$ cat src/design/assert_macros.svh
// Assertion helpers shared by the RTL.
`ifndef ASSERT_MACROS_SVH
`define ASSERT_MACROS_SVH

// Check a property on every clock edge outside reset.
`define RDF_ASSERT(lbl, prop, msg) \
  lbl: assert property (@(posedge clk_i) disable iff (!rst_ni) (prop)) else $error(msg);

// Check that a condition never holds outside reset.
`define RDF_NEVER(lbl, cond, msg) \
  lbl: assert property (@(posedge clk_i) disable iff (!rst_ni) !(cond)) else $error(msg);

`endif

$ cat src/design/rdf_pkg.sv
`timescale 1ns / 1ps
package rdf_pkg;

  localparam int unsigned MdProdW = 24;

  typedef struct packed {
    logic        start;
    logic [15:0] a;
    logic [7:0]  b;
    logic [15:0] d;
  } md_req_t;

  typedef struct packed {
    logic       done;
    logic [7:0] q;
    logic       rem_nz;
  } md_rsp_t;

  localparam logic [2:0] ActSensor   = 3'd0;
  localparam logic [2:0] ActTick     = 3'd1;
  localparam logic [2:0] ActRender   = 3'd2;
  localparam logic [2:0] ActOvrSet   = 3'd3;
  localparam logic [2:0] ActOvrClear = 3'd4;

  localparam logic [2:0] RegMinDist = 3'd0;
  localparam logic [2:0] RegMaxDist = 3'd1;
  localparam logic [2:0] RegMinLvl  = 3'd2;
  localparam logic [2:0] RegMaxLvl  = 3'd3;
  localparam logic [2:0] RegAmbEn   = 3'd4;
  localparam logic [2:0] RegGammaEn = 3'd5;
  localparam logic [2:0] RegFadeMs  = 3'd6;

  localparam logic [7:0] GAMMA_LUT [256] = '{
    8'd0,8'd0,8'd0,8'd0,8'd0,8'd0,8'd0,8'd0,8'd0,8'd0,8'd0,8'd0,8'd0,8'd0,8'd0,8'd1,
    8'd1,8'd1,8'd1,8'd1,8'd1,8'd1,8'd1,8'd1,8'd1,8'd2,8'd2,8'd2,8'd2,8'd2,8'd2,8'd2,
    8'd3,8'd3,8'd3,8'd3,8'd3,8'd4,8'd4,8'd4,8'd4,8'd5,8'd5,8'd5,8'd5,8'd6,8'd6,8'd6,
    8'd6,8'd7,8'd7,8'd7,8'd8,8'd8,8'd8,8'd9,8'd9,8'd9,8'd10,8'd10,8'd11,8'd11,8'd11,8'd12,
    8'd12,8'd13,8'd13,8'd13,8'd14,8'd14,8'd15,8'd15,8'd16,8'd16,8'd17,8'd17,8'd18,8'd18,
    8'd19,8'd19,
    8'd20,8'd20,8'd21,8'd22,8'd22,8'd23,8'd23,8'd24,8'd25,8'd25,8'd26,8'd26,8'd27,8'd28,
    8'd28,8'd29,
    8'd30,8'd30,8'd31,8'd32,8'd33,8'd33,8'd34,8'd35,8'd35,8'd36,8'd37,8'd38,8'd39,8'd39,
    8'd40,8'd41,
    8'd42,8'd43,8'd43,8'd44,8'd45,8'd46,8'd47,8'd48,8'd49,8'd49,8'd50,8'd51,8'd52,8'd53,
    8'd54,8'd55,
    8'd56,8'd57,8'd58,8'd59,8'd60,8'd61,8'd62,8'd63,8'd64,8'd65,8'd66,8'd67,8'd68,8'd69,
    8'd70,8'd71,
    8'd73,8'd74,8'd75,8'd76,8'd77,8'd78,8'd79,8'd81,8'd82,8'd83,8'd84,8'd85,8'd87,8'd88,
    8'd89,8'd90,
    8'd91,8'd93,8'd94,8'd95,8'd97,8'd98,8'd99,8'd100,8'd102,8'd103,8'd105,8'd106,8'd107,
    8'd109,8'd110,8'd111,
    8'd113,8'd114,8'd116,8'd117,8'd119,8'd120,8'd121,8'd123,8'd124,8'd126,8'd127,8'd129,
    8'd130,8'd132,8'd133,8'd135,
    8'd137,8'd138,8'd140,8'd141,8'd143,8'd145,8'd146,8'd148,8'd149,8'd151,8'd153,8'd154,
    8'd156,8'd158,8'd159,8'd161,
    8'd163,8'd165,8'd166,8'd168,8'd170,8'd172,8'd173,8'd175,8'd177,8'd179,8'd181,8'd182,
    8'd184,8'd186,8'd188,8'd190,
    8'd192,8'd194,8'd196,8'd197,8'd199,8'd201,8'd203,8'd205,8'd207,8'd209,8'd211,8'd213,
    8'd215,8'd217,8'd219,8'd221,
    8'd223,8'd225,8'd227,8'd229,8'd231,8'd234,8'd236,8'd238,8'd240,8'd242,8'd244,8'd246,
    8'd248,8'd251,8'd253,8'd255
  };

endpackage

$ cat src/design/rdf_muldiv.sv
`timescale 1ns / 1ps
// Serial floor(a*b/d): shift-add multiply one bit of b per cycle,
// then restoring division one quotient bit per cycle.
module rdf_muldiv (
  input  logic             clk_i,
  input  logic             rst_ni,
  input  rdf_pkg::md_req_t req_i,
  output rdf_pkg::md_rsp_t rsp_o
);

  logic        busy_q, busy_d;
  logic        div_q, div_d;
  logic        done_q, done_d;
  logic [4:0]  cnt_q, cnt_d;
  logic [rdf_pkg::MdProdW-1:0] acc_q, acc_d;
  logic [rdf_pkg::MdProdW-1:0] mc_q, mc_d;
  logic [7:0]  b_q, b_d;
  logic [15:0] d_q, d_d;
  logic [15:0] rem_q, rem_d;
  logic [16:0] trial, diff;
  logic        ge;

  assign trial = {rem_q, acc_q[rdf_pkg::MdProdW-1]};
  assign diff  = trial - {1'b0, d_q};
  assign ge    = (trial >= {1'b0, d_q});

  always_comb begin
    busy_d = busy_q;
    div_d  = div_q;
    done_d = 1'b0;
    cnt_d  = cnt_q;
    acc_d  = acc_q;
    mc_d   = mc_q;
    b_d    = b_q;
    d_d    = d_q;
    rem_d  = rem_q;
    if (req_i.start) begin
      busy_d = 1'b1;
      div_d  = 1'b0;
      cnt_d  = 5'd0;
      acc_d  = '0;
      mc_d   = {8'd0, req_i.a};
      b_d    = req_i.b;
      d_d    = req_i.d;
      rem_d  = '0;
    end else if (busy_q && !div_q) begin
      // accumulate one multiplier bit
      if (b_q[0]) acc_d = acc_q + mc_q;
      mc_d  = {mc_q[rdf_pkg::MdProdW-2:0], 1'b0};
      b_d   = {1'b0, b_q[7:1]};
      cnt_d = cnt_q + 5'd1;
      if (cnt_q == 5'd7) begin
        div_d = 1'b1;
        cnt_d = 5'd0;
      end
    end else if (busy_q) begin
      // develop one quotient bit
      rem_d = ge ? diff[15:0] : trial[15:0];
      acc_d = {acc_q[rdf_pkg::MdProdW-2:0], ge};
      cnt_d = cnt_q + 5'd1;
      if (cnt_q == 5'(rdf_pkg::MdProdW - 1)) begin
        busy_d = 1'b0;
        done_d = 1'b1;
      end
    end
  end

  always_ff @(posedge clk_i or negedge rst_ni) begin
    if (!rst_ni) begin
      busy_q <= 1'b0;
      div_q  <= 1'b0;
      done_q <= 1'b0;
      cnt_q  <= '0;
    end else begin
      busy_q <= busy_d;
      div_q  <= div_d;
      done_q <= done_d;
      cnt_q  <= cnt_d;
    end
  end

  always_ff @(posedge clk_i) begin
    acc_q <= acc_d;
    mc_q  <= mc_d;
    b_q   <= b_d;
    d_q   <= d_d;
    rem_q <= rem_d;
  end

  assign rsp_o.done   = done_q;
  assign rsp_o.q      = acc_q[7:0];
  assign rsp_o.rem_nz = |rem_q;

endmodule

$ cat src/design/rgb_distance_fade_driver_unit.sv
`timescale 1ns / 1ps
// RGB LED driver fed by a distance sensor and an ambient light sensor. One item
// is worked on at a time; every scaled quantity goes through one shared serial
// multiply-divide unit (8 multiply steps and 24 quotient steps per operation).
// Tick and override items finish in IDLE; a sensor update runs the window
// mapping (skipped under override) and the ambient level; a render runs up to
// three fade interpolations and three brightness scalings, and its duties then
// sit in an output register while the next item is already taken.
// Configuration writes are taken at any time, one per cycle.
module rgb_distance_fade_driver_unit (
  input  logic        clk_i,
  input  logic        rst_ni,
  input  logic        in_valid_i,
  output logic        in_ready_o,
  input  logic [2:0]  action_i,
  input  logic [15:0] distance_q4_i,
  input  logic [11:0] light_raw_i,
  input  logic [23:0] set_colour_i,
  output logic        out_valid_o,
  input  logic        out_ready_i,
  output logic [7:0]  duty_red_o,
  output logic [7:0]  duty_green_o,
  output logic [7:0]  duty_blue_o,
  input  logic        cfg_valid_i,
  output logic        cfg_ready_o,
  input  logic [2:0]  cfg_index_i,
  input  logic [15:0] cfg_data_i
);

`include "assert_macros.svh"

  localparam logic [3:0] S_IDLE      = 4'd0;
  localparam logic [3:0] S_DIST      = 4'd1;
  localparam logic [3:0] S_DIST_WAIT = 4'd2;
  localparam logic [3:0] S_LVL       = 4'd3;
  localparam logic [3:0] S_LVL_WAIT  = 4'd4;
  localparam logic [3:0] S_CMP       = 4'd5;
  localparam logic [3:0] S_FADE      = 4'd6;
  localparam logic [3:0] S_FADE_GO   = 4'd7;
  localparam logic [3:0] S_FADE_WAIT = 4'd8;
  localparam logic [3:0] S_SCL_GO    = 4'd9;
  localparam logic [3:0] S_SCL_WAIT  = 4'd10;
  localparam logic [3:0] S_EMIT      = 4'd11;

  // configuration
  logic [15:0] min_dist_q, max_dist_q, fade_ms_q;
  logic [7:0]  min_lvl_q, max_lvl_q;
  logic        amb_en_q, gamma_en_q;

  // block state
  logic [3:0]  state_q, state_d;
  logic [1:0]  ch_q, ch_d;
  logic        ovr_q, ovr_d;
  logic [23:0] target_q, target_d;
  logic [23:0] shown_q, shown_d;
  logic [23:0] origin_q, origin_d;
  logic [7:0]  level_q, level_d;
  logic [15:0] elapsed_q, elapsed_d;
  logic        running_q, running_d;
  logic [15:0] dist_q, dist_d;
  logic [11:0] light_q, light_d;
  logic [7:0]  work_q [3];
  logic [7:0]  work_d [3];
  logic        out_valid_q, out_valid_d;
  logic [7:0]  out_r_q, out_g_q, out_b_q;
  logic [7:0]  out_r_d, out_g_d, out_b_d;

  rdf_pkg::md_req_t md_req;
  rdf_pkg::md_rsp_t md_rsp;

  logic [7:0]  from_c, to_c, delta_c, shown_c, lvl_diff, scaled;
  logic        up_c, lvl_up;
  logic [11:0] dark;
  logic        md_wait, emit_fire;

  rdf_muldiv u_muldiv (
    .clk_i  (clk_i),
    .rst_ni (rst_ni),
    .req_i  (md_req),
    .rsp_o  (md_rsp)
  );

  // channel 0 is red, 1 green, 2 blue
  always_comb begin
    unique case (ch_q)
      2'd0: begin
        from_c  = origin_q[23:16];
        to_c    = target_q[23:16];
        shown_c = shown_q[23:16];
      end
      2'd1: begin
        from_c  = origin_q[15:8];
        to_c    = target_q[15:8];
        shown_c = shown_q[15:8];
      end
      default: begin
        from_c  = origin_q[7:0];
        to_c    = target_q[7:0];
        shown_c = shown_q[7:0];
      end
    endcase
  end

  assign up_c     = (to_c >= from_c);
  assign delta_c  = up_c ? (to_c - from_c) : (from_c - to_c);
  assign lvl_up   = (max_lvl_q >= min_lvl_q);
  assign lvl_diff = lvl_up ? (max_lvl_q - min_lvl_q) : (min_lvl_q - max_lvl_q);
  assign dark     = 12'hFFF - light_q;
  assign scaled   = gamma_en_q ? rdf_pkg::GAMMA_LUT[md_rsp.q] : md_rsp.q;

  assign in_ready_o  = (state_q == S_IDLE);
  assign cfg_ready_o = 1'b1;

  always_comb begin
    state_d     = state_q;
    ch_d        = ch_q;
    ovr_d       = ovr_q;
    target_d    = target_q;
    shown_d     = shown_q;
    origin_d    = origin_q;
    level_d     = level_q;
    elapsed_d   = elapsed_q;
    running_d   = running_q;
    dist_d      = dist_q;
    light_d     = light_q;
    work_d      = work_q;
    out_valid_d = out_valid_q;
    out_r_d     = out_r_q;
    out_g_d     = out_g_q;
    out_b_d     = out_b_q;
    md_req      = '0;

    // drop the result once the sink takes it
    if (out_valid_q && out_ready_i) out_valid_d = 1'b0;

    unique case (state_q)
      S_IDLE: begin
        if (in_valid_i) begin
          dist_d  = distance_q4_i;
          light_d = light_raw_i;
          unique case (action_i)
            rdf_pkg::ActSensor:   state_d = ovr_q ? S_LVL : S_DIST;
            rdf_pkg::ActTick: begin
              if (elapsed_q != 16'hFFFF) elapsed_d = elapsed_q + 16'd1;
            end
            rdf_pkg::ActRender:   state_d = S_FADE;
            rdf_pkg::ActOvrSet: begin
              ovr_d     = 1'b1;
              target_d  = set_colour_i;
              origin_d  = shown_q;
              elapsed_d = '0;
              running_d = 1'b1;
            end
            rdf_pkg::ActOvrClear: ovr_d = 1'b0;
            default: ;
          endcase
        end
      end
      S_DIST: begin
        // map distance onto the red/blue window
        priority if (dist_q <= min_dist_q) begin
          target_d = 24'hFF0000;
          state_d  = S_LVL;
        end else if (dist_q >= max_dist_q) begin
          target_d = 24'h0000FF;
          state_d  = S_LVL;
        end else begin
          md_req.start = 1'b1;
          md_req.a     = dist_q - min_dist_q;
          md_req.b     = 8'hFF;
          md_req.d     = max_dist_q - min_dist_q;
          state_d      = S_DIST_WAIT;
        end
      end
      S_DIST_WAIT: begin
        if (md_rsp.done) begin
          // red = 255 - ceil(255n/w)
          target_d = {8'hFF - md_rsp.q - {7'd0, md_rsp.rem_nz}, 8'd0, md_rsp.q};
          state_d  = S_LVL;
        end
      end
      S_LVL: begin
        if (!amb_en_q) begin
          level_d = max_lvl_q;
          state_d = S_CMP;
        end else begin
          md_req.start = 1'b1;
          md_req.a     = {4'd0, dark};
          md_req.b     = lvl_diff;
          md_req.d     = 16'd4095;
          state_d      = S_LVL_WAIT;
        end
      end
      S_LVL_WAIT: begin
        if (md_rsp.done) begin
          level_d = lvl_up ? (min_lvl_q + md_rsp.q) : (min_lvl_q - md_rsp.q);
          state_d = S_CMP;
        end
      end
      S_CMP: begin
        if (target_q != origin_q) begin
          origin_d  = shown_q;
          elapsed_d = '0;
          running_d = 1'b1;
        end
        state_d = S_IDLE;
      end
      S_FADE: begin
        ch_d = 2'd0;
        if (running_q && (elapsed_q < fade_ms_q)) begin
          state_d = S_FADE_GO;
        end else begin
          running_d = 1'b0;
          shown_d   = target_q;
          state_d   = S_SCL_GO;
        end
      end
      S_FADE_GO: begin
        md_req.start = 1'b1;
        md_req.a     = elapsed_q;
        md_req.b     = delta_c;
        md_req.d     = fade_ms_q;
        state_d      = S_FADE_WAIT;
      end
      S_FADE_WAIT: begin
        if (md_rsp.done) begin
          unique case (ch_q)
            2'd0:    shown_d[23:16] = up_c ? (from_c + md_rsp.q) : (from_c - md_rsp.q);
            2'd1:    shown_d[15:8]  = up_c ? (from_c + md_rsp.q) : (from_c - md_rsp.q);
            default: shown_d[7:0]   = up_c ? (from_c + md_rsp.q) : (from_c - md_rsp.q);
          endcase
          if (ch_q == 2'd2) begin
            ch_d    = 2'd0;
            state_d = S_SCL_GO;
          end else begin
            ch_d    = ch_q + 2'd1;
            state_d = S_FADE_GO;
          end
        end
      end
      S_SCL_GO: begin
        md_req.start = 1'b1;
        md_req.a     = {8'd0, shown_c};
        md_req.b     = level_q;
        md_req.d     = 16'd255;
        state_d      = S_SCL_WAIT;
      end
      S_SCL_WAIT: begin
        if (md_rsp.done) begin
          work_d[ch_q] = scaled;
          if (ch_q == 2'd2) begin
            ch_d    = 2'd0;
            state_d = S_EMIT;
          end else begin
            ch_d    = ch_q + 2'd1;
            state_d = S_SCL_GO;
          end
        end
      end
      S_EMIT: begin
        // hold until the output register is free
        if (!out_valid_q || out_ready_i) begin
          out_valid_d = 1'b1;
          out_r_d     = work_q[0];
          out_g_d     = work_q[1];
          out_b_d     = work_q[2];
          state_d     = S_IDLE;
        end
      end
      default: state_d = S_IDLE;
    endcase
  end

  always_ff @(posedge clk_i or negedge rst_ni) begin
    if (!rst_ni) begin
      min_dist_q  <= 16'd80;
      max_dist_q  <= 16'd1600;
      min_lvl_q   <= 8'd0;
      max_lvl_q   <= 8'd255;
      amb_en_q    <= 1'b1;
      gamma_en_q  <= 1'b1;
      fade_ms_q   <= 16'd250;
      state_q     <= S_IDLE;
      ch_q        <= 2'd0;
      ovr_q       <= 1'b0;
      target_q    <= '0;
      shown_q     <= '0;
      origin_q    <= '0;
      level_q     <= '0;
      elapsed_q   <= '0;
      running_q   <= 1'b0;
      out_valid_q <= 1'b0;
    end else begin
      if (cfg_valid_i) begin
        unique case (cfg_index_i)
          rdf_pkg::RegMinDist: min_dist_q <= cfg_data_i;
          rdf_pkg::RegMaxDist: max_dist_q <= cfg_data_i;
          rdf_pkg::RegMinLvl:  min_lvl_q  <= cfg_data_i[7:0];
          rdf_pkg::RegMaxLvl:  max_lvl_q  <= cfg_data_i[7:0];
          rdf_pkg::RegAmbEn:   amb_en_q   <= cfg_data_i[0];
          rdf_pkg::RegGammaEn: gamma_en_q <= cfg_data_i[0];
          rdf_pkg::RegFadeMs:  fade_ms_q  <= cfg_data_i;
          default: ;
        endcase
      end
      state_q     <= state_d;
      ch_q        <= ch_d;
      ovr_q       <= ovr_d;
      target_q    <= target_d;
      shown_q     <= shown_d;
      origin_q    <= origin_d;
      level_q     <= level_d;
      elapsed_q   <= elapsed_d;
      running_q   <= running_d;
      out_valid_q <= out_valid_d;
    end
  end

  always_ff @(posedge clk_i) begin
    dist_q  <= dist_d;
    light_q <= light_d;
    work_q  <= work_d;
    out_r_q <= out_r_d;
    out_g_q <= out_g_d;
    out_b_q <= out_b_d;
  end

  assign out_valid_o  = out_valid_q;
  assign duty_red_o   = out_r_q;
  assign duty_green_o = out_g_q;
  assign duty_blue_o  = out_b_q;

  assign md_wait   = (state_q == S_DIST_WAIT) || (state_q == S_LVL_WAIT) ||
                     (state_q == S_FADE_WAIT) || (state_q == S_SCL_WAIT);
  assign emit_fire = (state_q == S_EMIT) && (!out_valid_q || out_ready_i);

  `RDF_ASSERT(a_md_done_in_wait, md_rsp.done |-> md_wait, "muldiv result outside a wait state")
  `RDF_ASSERT(a_emit_loads, emit_fire |=> (out_valid_q && state_q == S_IDLE), "render result lost")
  `RDF_NEVER(a_ch_range, ch_q == 2'd3, "channel index out of range")

endmodule
$ cat config.mk
export PLATFORM = sky130hd
export DESIGN_NAME = rgb_distance_fade_driver_unit
export DESIGN_NICKNAME = d
export VERILOG_FILES = /design/src/design/rdf_pkg.sv /design/src/design/rdf_muldiv.sv /design/src/design/rgb_distance_fade_driver_unit.sv
export VERILOG_INCLUDE_DIRS = /design/src /design/src/design
export SDC_FILE = /design/constraint.sdc
export NUM_CORES = 1
export LEC_CHECK = 0
export ABC_AREA = 1
export BUFFER_PORTS_ARGS = -buffer_cell sky130_fd_sc_hd__buf_4
export CELL_PAD_IN_SITES_DETAIL_PLACEMENT = 0
export CELL_PAD_IN_SITES_GLOBAL_PLACEMENT = 1
export CORE_MARGIN = 2
export CORE_UTILIZATION = 47
export CTS_CLUSTER_SIZE = 16
export DETAILED_ROUTE_END_ITERATION = 6
export GPL_TIMING_DRIVEN = 0
export PLACE_DENSITY_LB_ADDON = 0.1
export SKIP_CTS_REPAIR_TIMING = 1
export SKIP_LAST_GASP = 1
export SLEW_MARGIN = 20
export SYNTH_ARGS = -nofsm -noshare
export SYNTH_HDL_FRONTEND = slang
export SYNTH_SLANG_ARGS = --single-unit
$ cat constraint.sdc
create_clock -name clk_i -period 5.6 [get_ports clk_i]
set_clock_uncertainty 0.2 [all_clocks]
set_input_delay 1.12 -clock clk_i [delete_from_list [all_inputs] [get_ports clk_i]]
set_output_delay 1.12 -clock clk_i [all_outputs]
set_load 0.02 [all_outputs]
==> metrics, run 1 <==
final hold violations=0; CTS tree=built; maximum VDD drop=0.000312 V; leakage=0.0117 µW; Cell Area, Synth=0.0223 mm²; CTS root buf=clkbuf_16; Final Slew Violations=0; Worst-path clk slew=0.06 ns; sequential-to-total area share from yosys stat=40.1%; top sig layer=met5; Worst EP required=5.92 ns; TritonRoute pass-1 iters=7; hold crit path type=reg -> reg; routed wl met3=between 6000 and 7000 µm; most numerous cell on the critical path=nand2_1; CTS Buffer Depth=3; count of input and output buffers=between 100 and 150; wire per inst=21.3 µm; Die W=between 200 and 250 µm; crit-path max cell delay=~0.5 ns; initial antenna violation count=5; RSZ-0062 raised after global routing=no; CP max FO=10; most frequent cells after synthesis=nand2_1 (581), inv_1 (348), o21ai_0 (320); DR iter-0 viols=2106; vias=between 20000 and 25000; Clock Latency Late Sink=0.59 ns; GRT Total Usage=30.9%; PnR worst setup slack=0.375 ns; relative slew slack=28.3%; H-tree Lvls=2; min Tclk post-route=5.22 ns; PwrDens=between 600 and 700 mW/mm²; Core Area=0.0468 mm²; FMAX=191 MHz; Met2 Routed Length=33000 µm; Yosys cell types=69; prevailing post-synth register cell=dfrtp_1; total gr overflow=0; DRC violations left=3; Async SR Flop Fraction=a little over half; r2r startpoint=ch_q[1]; Seq cells post-synth=343; CP Launch Type=register; GPL Wtd Cong=~0.98; register area=0.00895 mm²; vias in the first global route=19900; outcome=finished with violations; Die Y=222 µm; Yosys top cell area share=between 10% and 20%; hold_sp=work_q[13]; layout cell share with drive strength beyond 1=9.44%; worst slack at placement=-0.247 ns; Starting Density=between 40% and 50%; largest net degree at the start of global routing=95; Ports=about 110; CTS buffer count=41; Critical Path AT=5.55 ns; Placed Area=about 0.024 mm²; WL final=76900 µm; failing checks=DRC; count leader, synth=nand2_1; fin crit share=93.3%; first-pass GRT wire length=around 120000 µm; Avg Cell Area, Syn=~8 µm²; placed wire-length estimate=60000 µm; multi-input combinational cell area=0.0116 mm²; antenna viol nets, final=0; Die Area=0.0493 mm²; # setup viols final=0; CP max-delay cell=fa_1; max-cap violations=0; Post-Layout Inst Area=0.0254 mm²; final core occ=~54%; NumNets Final=3225; clk sinks=343; Area Growth Syn to Fin=13.8%; Crit. End Element=register; M1 WL=34800 µm; synth warn=0; Via density=5.80; largest cells by area after synthesis=dfrtp_1 (18%), edfxtp_1 (16%), nand2_1 (9.8%); Mapped Cells=between 2000 and 3000; Least-Margin Pin Slew=1.07 ns; largest area contributor in the netlist=dfrtp_1; Crit Path Class=reg -> reg; fillers=4544; Post-synth EDFFs=116; Crit. Startpoint=ch_q[1]; Mapped Nets=3075; placement row count=79
[critical path: cells and delay by family, from the launching register on]
family,cells,cell delay [ns]
AND/OR/NAND/NOR,15,1.95
AO/OA/AOI/OAI,3,0.85
buffers and inverters,6,0.98
adder cells (fa/ha/maj),2,0.86
flip-flops,1,0.32
[placed cells by master, fill, tap and decap left out, types with 12 or more instances in the layout]
cell and n:
clkbuf_16 43, a21oi_1 222, nand3_1 93, nand4_1 18, a31oi_1 17, dfxtp_1 48, clkbuf_1 76, o2111ai_1 12
xnor2_1 27, xor2_1 56, o21ai_1 17, nand2_1 581, edfxtp_1 116, nor4_1 17, o22ai_1 22, buf_4 106
a211oi_1 21, o211ai_1 32, inv_1 347, dfrtp_1 158, dfstp_2 21, a22oi_1 12, buf_2 23, nor2_1 208
ha_1 159, nor3_1 27, o221ai_1 25, o21ai_0 318, o21a_1 13
[flip-flops by register name, summed over array words and instances (netlist names), 12 cells and up]
signal	cells
dist_q	16
elapsed_q	16
fade_ms_q	16
light_q	12
max_dist_q	16
min_dist_q	16
origin_q	24
shown_q	24
target_q	24
u_muldiv.acc_q	24
u_muldiv.d_q	16
u_muldiv.mc_q	24
u_muldiv.rem_q	16
work_q	24
[area by class of cell]
class                   count  area share, %
well taps                 607           2.99
clock inverters            24           1.25
flip-flops and latches    343           35.2
clock buffers              52           4.48
repair buffers            107           3.33
multi-input cells        2022           45.7
diodes                      1        0.00985
inverters                 360           5.33
plain buffers             102           1.71
[per-layer routing]
metal / up-vias / global-route usage, %
li1: 9958 / -
met1: 10000 / 44.4
met2: 887 / 46.7
met3: 133 / 5.94
met4: 2 / 10.5
met5: - / 0
[stage by stage]
stage	power, µW	hold WS (ns)	TNS (ns)	cells
3_5_place_dp	13500	0.205	-2.16	3541
3_3_place_gp	13500	0.202	-2.79	3538
2_1_floorplan	10600	0.200	0	2827
5_1_grt	17900	0.216	0	3617
6_report	16700	0.212	0	3618
4_1_cts	16500	0.216	-2.70	3617
[logic make-up (layout without fill, tap and decap cells)]
| logic type | Yosys count | after routing | synth area share (%) |
|---|---|---|---|
| AOI/OAI and AO/OA | 780 | 780 | 20.3 |
| xor gates and xnor gates | 83 | 83 | 3.26 |
| adders and majority gates | 169 | 169 | 9.81 |
| buffers and inverters | 462 | 645 | 7.99 |
| DFF | 343 | 343 | 40.1 |
| muxes | 1 | 1 | 0.0448 |
| other | 1 | 2 | 0.0168 |
| and+or+nand+nor | 988 | 988 | 18.5 |
[where the power goes]
part / internal (µW) / switching [µW] / total [µW]
registers: 3530 / 785 / 4320
logic: 3140 / 6320 / 9470
clock network: 1730 / 1150 / 2880
[final timing paths]
check                      depth (start not counted)  slack, ns              end
max                                               26       0.38      shown_q[15]
min                                                0       0.21  duty_green_o[5]
max reg2reg                                       26       0.38      shown_q[15]
min reg2reg                                        0       0.21  duty_green_o[5]
max in group asynchronous                          2       3.97     target_q[10]
min in group asynchronous                          1       0.31    max_dist_q[4]
No activity file was read; power rests on OpenSTA's default activity.
==> run 2: changes to the inputs <==
--- a/config.mk
+++ b/config.mk
@@ -8,7 +8,7 @@
 export LEC_CHECK = 0
 export ABC_AREA = 1
 export BUFFER_PORTS_ARGS = -buffer_cell sky130_fd_sc_hd__buf_4
-export CELL_PAD_IN_SITES_DETAIL_PLACEMENT = 0
+export CELL_PAD_IN_SITES_DETAIL_PLACEMENT = 1
 export CELL_PAD_IN_SITES_GLOBAL_PLACEMENT = 1
 export CORE_MARGIN = 2
 export CORE_UTILIZATION = 47
==> constraint.sdc (replaced) <==
create_clock -name clk_i -period 5.4 [get_ports clk_i]
set_clock_uncertainty 0.2 [all_clocks]
set_input_delay 1.08 -clock clk_i [delete_from_list [all_inputs] [get_ports clk_i]]
set_output_delay 1.08 -clock clk_i [all_outputs]
set_load 0.02 [all_outputs]
==> metrics, run 2 (same netlist as run 1, synthesis figures left out) <==
outcome=complete, no violations; RSZ-0062 raised after global routing=no; Clock Latency Late Sink=0.60 ns; Starting Density=between 40% and 50%; Final Slew Violations=0; DRC violations left=0; placed wire-length estimate=65800 µm; count of input and output buffers=between 100 and 150; n_diodes=0; wire per inst=23.6 µm; most numerous cell on the critical path=nand2_1; crit-path max cell delay=0.39 ns; Tot Pwr=17700 µW; H-tree Lvls=2; relative slew slack=30.8%; FMAX=194 MHz; vias=21700; CTS root buf=clkbuf_16; max-cap violations=0; Pint=8720 µW; Die W=222 µm; Crit. Startpoint=ch_q[1]; CTS Buffer Depth=3; CTS tree=built; fin crit share=95.2%; placement row count=79; worst reg2reg setup slack=around 0.26 ns; Setup crit end=shown_q[15]; min Tclk post-route=5.14 ns; critical path buffer and inverter count=6; Die Y=222 µm; clock network fraction of total power=roughly 17%; Final TNS setup=0 ns; DR iter-0 viols=1903; NumNets Final=3228; Area Growth Syn to Fin=13.8%; Core Area=0.0468 mm²; Crit. End Element=register; Critical Path AT=5.48 ns; CTS buffer count=42; first-pass GRT wire length=between 100000 and 150000 µm; clk sinks=343; initial antenna violation count=3; CP max FO=10; Die Area=0.0493 mm²; # setup viols final=0; GPL Wtd Cong=roughly 1; r2r startpoint=ch_q[1]; Reg power frac=approximately a quarter; total gr overflow=0; Ports=106; leakage=0.0117 µW; worst slack at placement=-0.483 ns; vias in the first global route=22500; maximum VDD drop=0.000325 V; Worst EP required=5.73 ns; Crit path depth=25; PnR worst setup slack=0.257 ns; CP max-delay cell=o21ai_0; PwrDens=about 700 mW/mm²; hold crit path type=reg -> reg; final hold violations=0; CP Launch Type=register; Via density=6.00; Worst-path clk slew=0.06 ns; Psw=8950 µW; Switching Share=50.6%; Comb pwr share=57.7%; largest net degree at the start of global routing=95; reg2reg path depth=25; Crit Path Class=reg -> reg; commonest non-fill, non-tap cell in the layout=nand2_1; Worst Hold Slack=around 0.22 ns; antenna viol nets, final=0; Least-Margin Pin Slew=1.03 ns; WL final=85400 µm; layout cell share with drive strength beyond 1=about a tenth; GRT Total Usage=34.6%; delay-heaviest family, CP=compound AO/OA/AOI/OAI gates; end of the worst register-to-register path=shown_q[15]; TritonRoute pass-1 iters=5; most frequent cells in the layout=nand2_1 (580), inv_1 (347), o21ai_0 (317), a21oi_1 (222), nor2_1 (207)
run 2: cell count changes in the layout (fill, tap and decap cells not counted), moves of 2 or more:
cell	before	now
bufinv_16	6	4
buf_4	106	108
clkbuf_1	76	80
clkinv_4	3	1
run 2: worst min path at each step:
stage	start	endpoint	slack, ns	cells after the start
final	work_q[1]	duty_blue_o[1]	0.22	0
after global routing	work_q[13]	duty_green_o[5]	0.22	0
after CTS	work_q[13]	duty_green_o[5]	0.22	0
after detailed placement	work_q[13]	duty_green_o[5]	0.21	0
after global placement	work_q[0]	duty_blue_o[0]	0.20	0
after floorplan	work_q[0]	duty_blue_o[0]	0.20	0
run 2: worst register-to-register path, stage by stage (launching register included):
cell	delay [ns]
dfrtp_1	0.36
buf_4	0.18
nor2_2	0.15
clkbuf_2	0.29
buf_2	0.31
a22oi_1	0.13
o21a_1	0.19
ha_1	0.36
a21oi_1	0.24
nor3_1	0.10
a211oi_2	0.20
buf_4	0.17
nand3_4	0.10
buf_6	0.16
buf_2	0.18
o21ai_0	0.39
ha_1	0.36
nand2_1	0.10
nor2_1	0.05
a211oi_1	0.27
nand2_1	0.09
nand3_1	0.09
nand3_2	0.11
nand2_1	0.14
nand2_1	0.08
nand2_1	0.06
run 2: final cells by class:
cell class,instances,area (µm²)
Buffer,102,434
Clock buffer,58,1190
Clock inverter,19,224
Fill cell,5793,21400
Inverter,360,1350
Multi-Input combinational cell,2022,11600
Sequential cell,343,8950
Tap cell,607,759
Timing Repair Buffer,109,862
run 2: per-layer routing:
metal / wire, µm / track usage (%)
met5: 25 / 0
met4: 2480 / 11.4
met3: 5970 / 4.66
met2: 39100 / 55.8
met1: 37900 / 48.2
run 2: per-stage QoR:
| stage | instances | area (µm²) | utilization, % |
|---|---|---|---|
| 2_1_floorplan | 2827 | 22300 | - |
| 3_3_place_gp | 3538 | 23900 | 51.0 |
| 3_5_place_dp | 3541 | 23900 | 51.2 |
| 4_1_cts | 3618 | 25400 | 54.2 |
| 5_1_grt | 3620 | 25400 | 54.3 |
| 6_report | 3620 | 25400 | 54.3 |
run 2: power by group through the flow:
stage	clock, µW	sequential [µW]	combinational (µW)
global route	3090	4580	11300
floorplan	0	4130	6850
CTS	3000	4470	9910
global placement	0	4480	9470
finish	2970	4510	10200
detailed placement	0	4500	9790
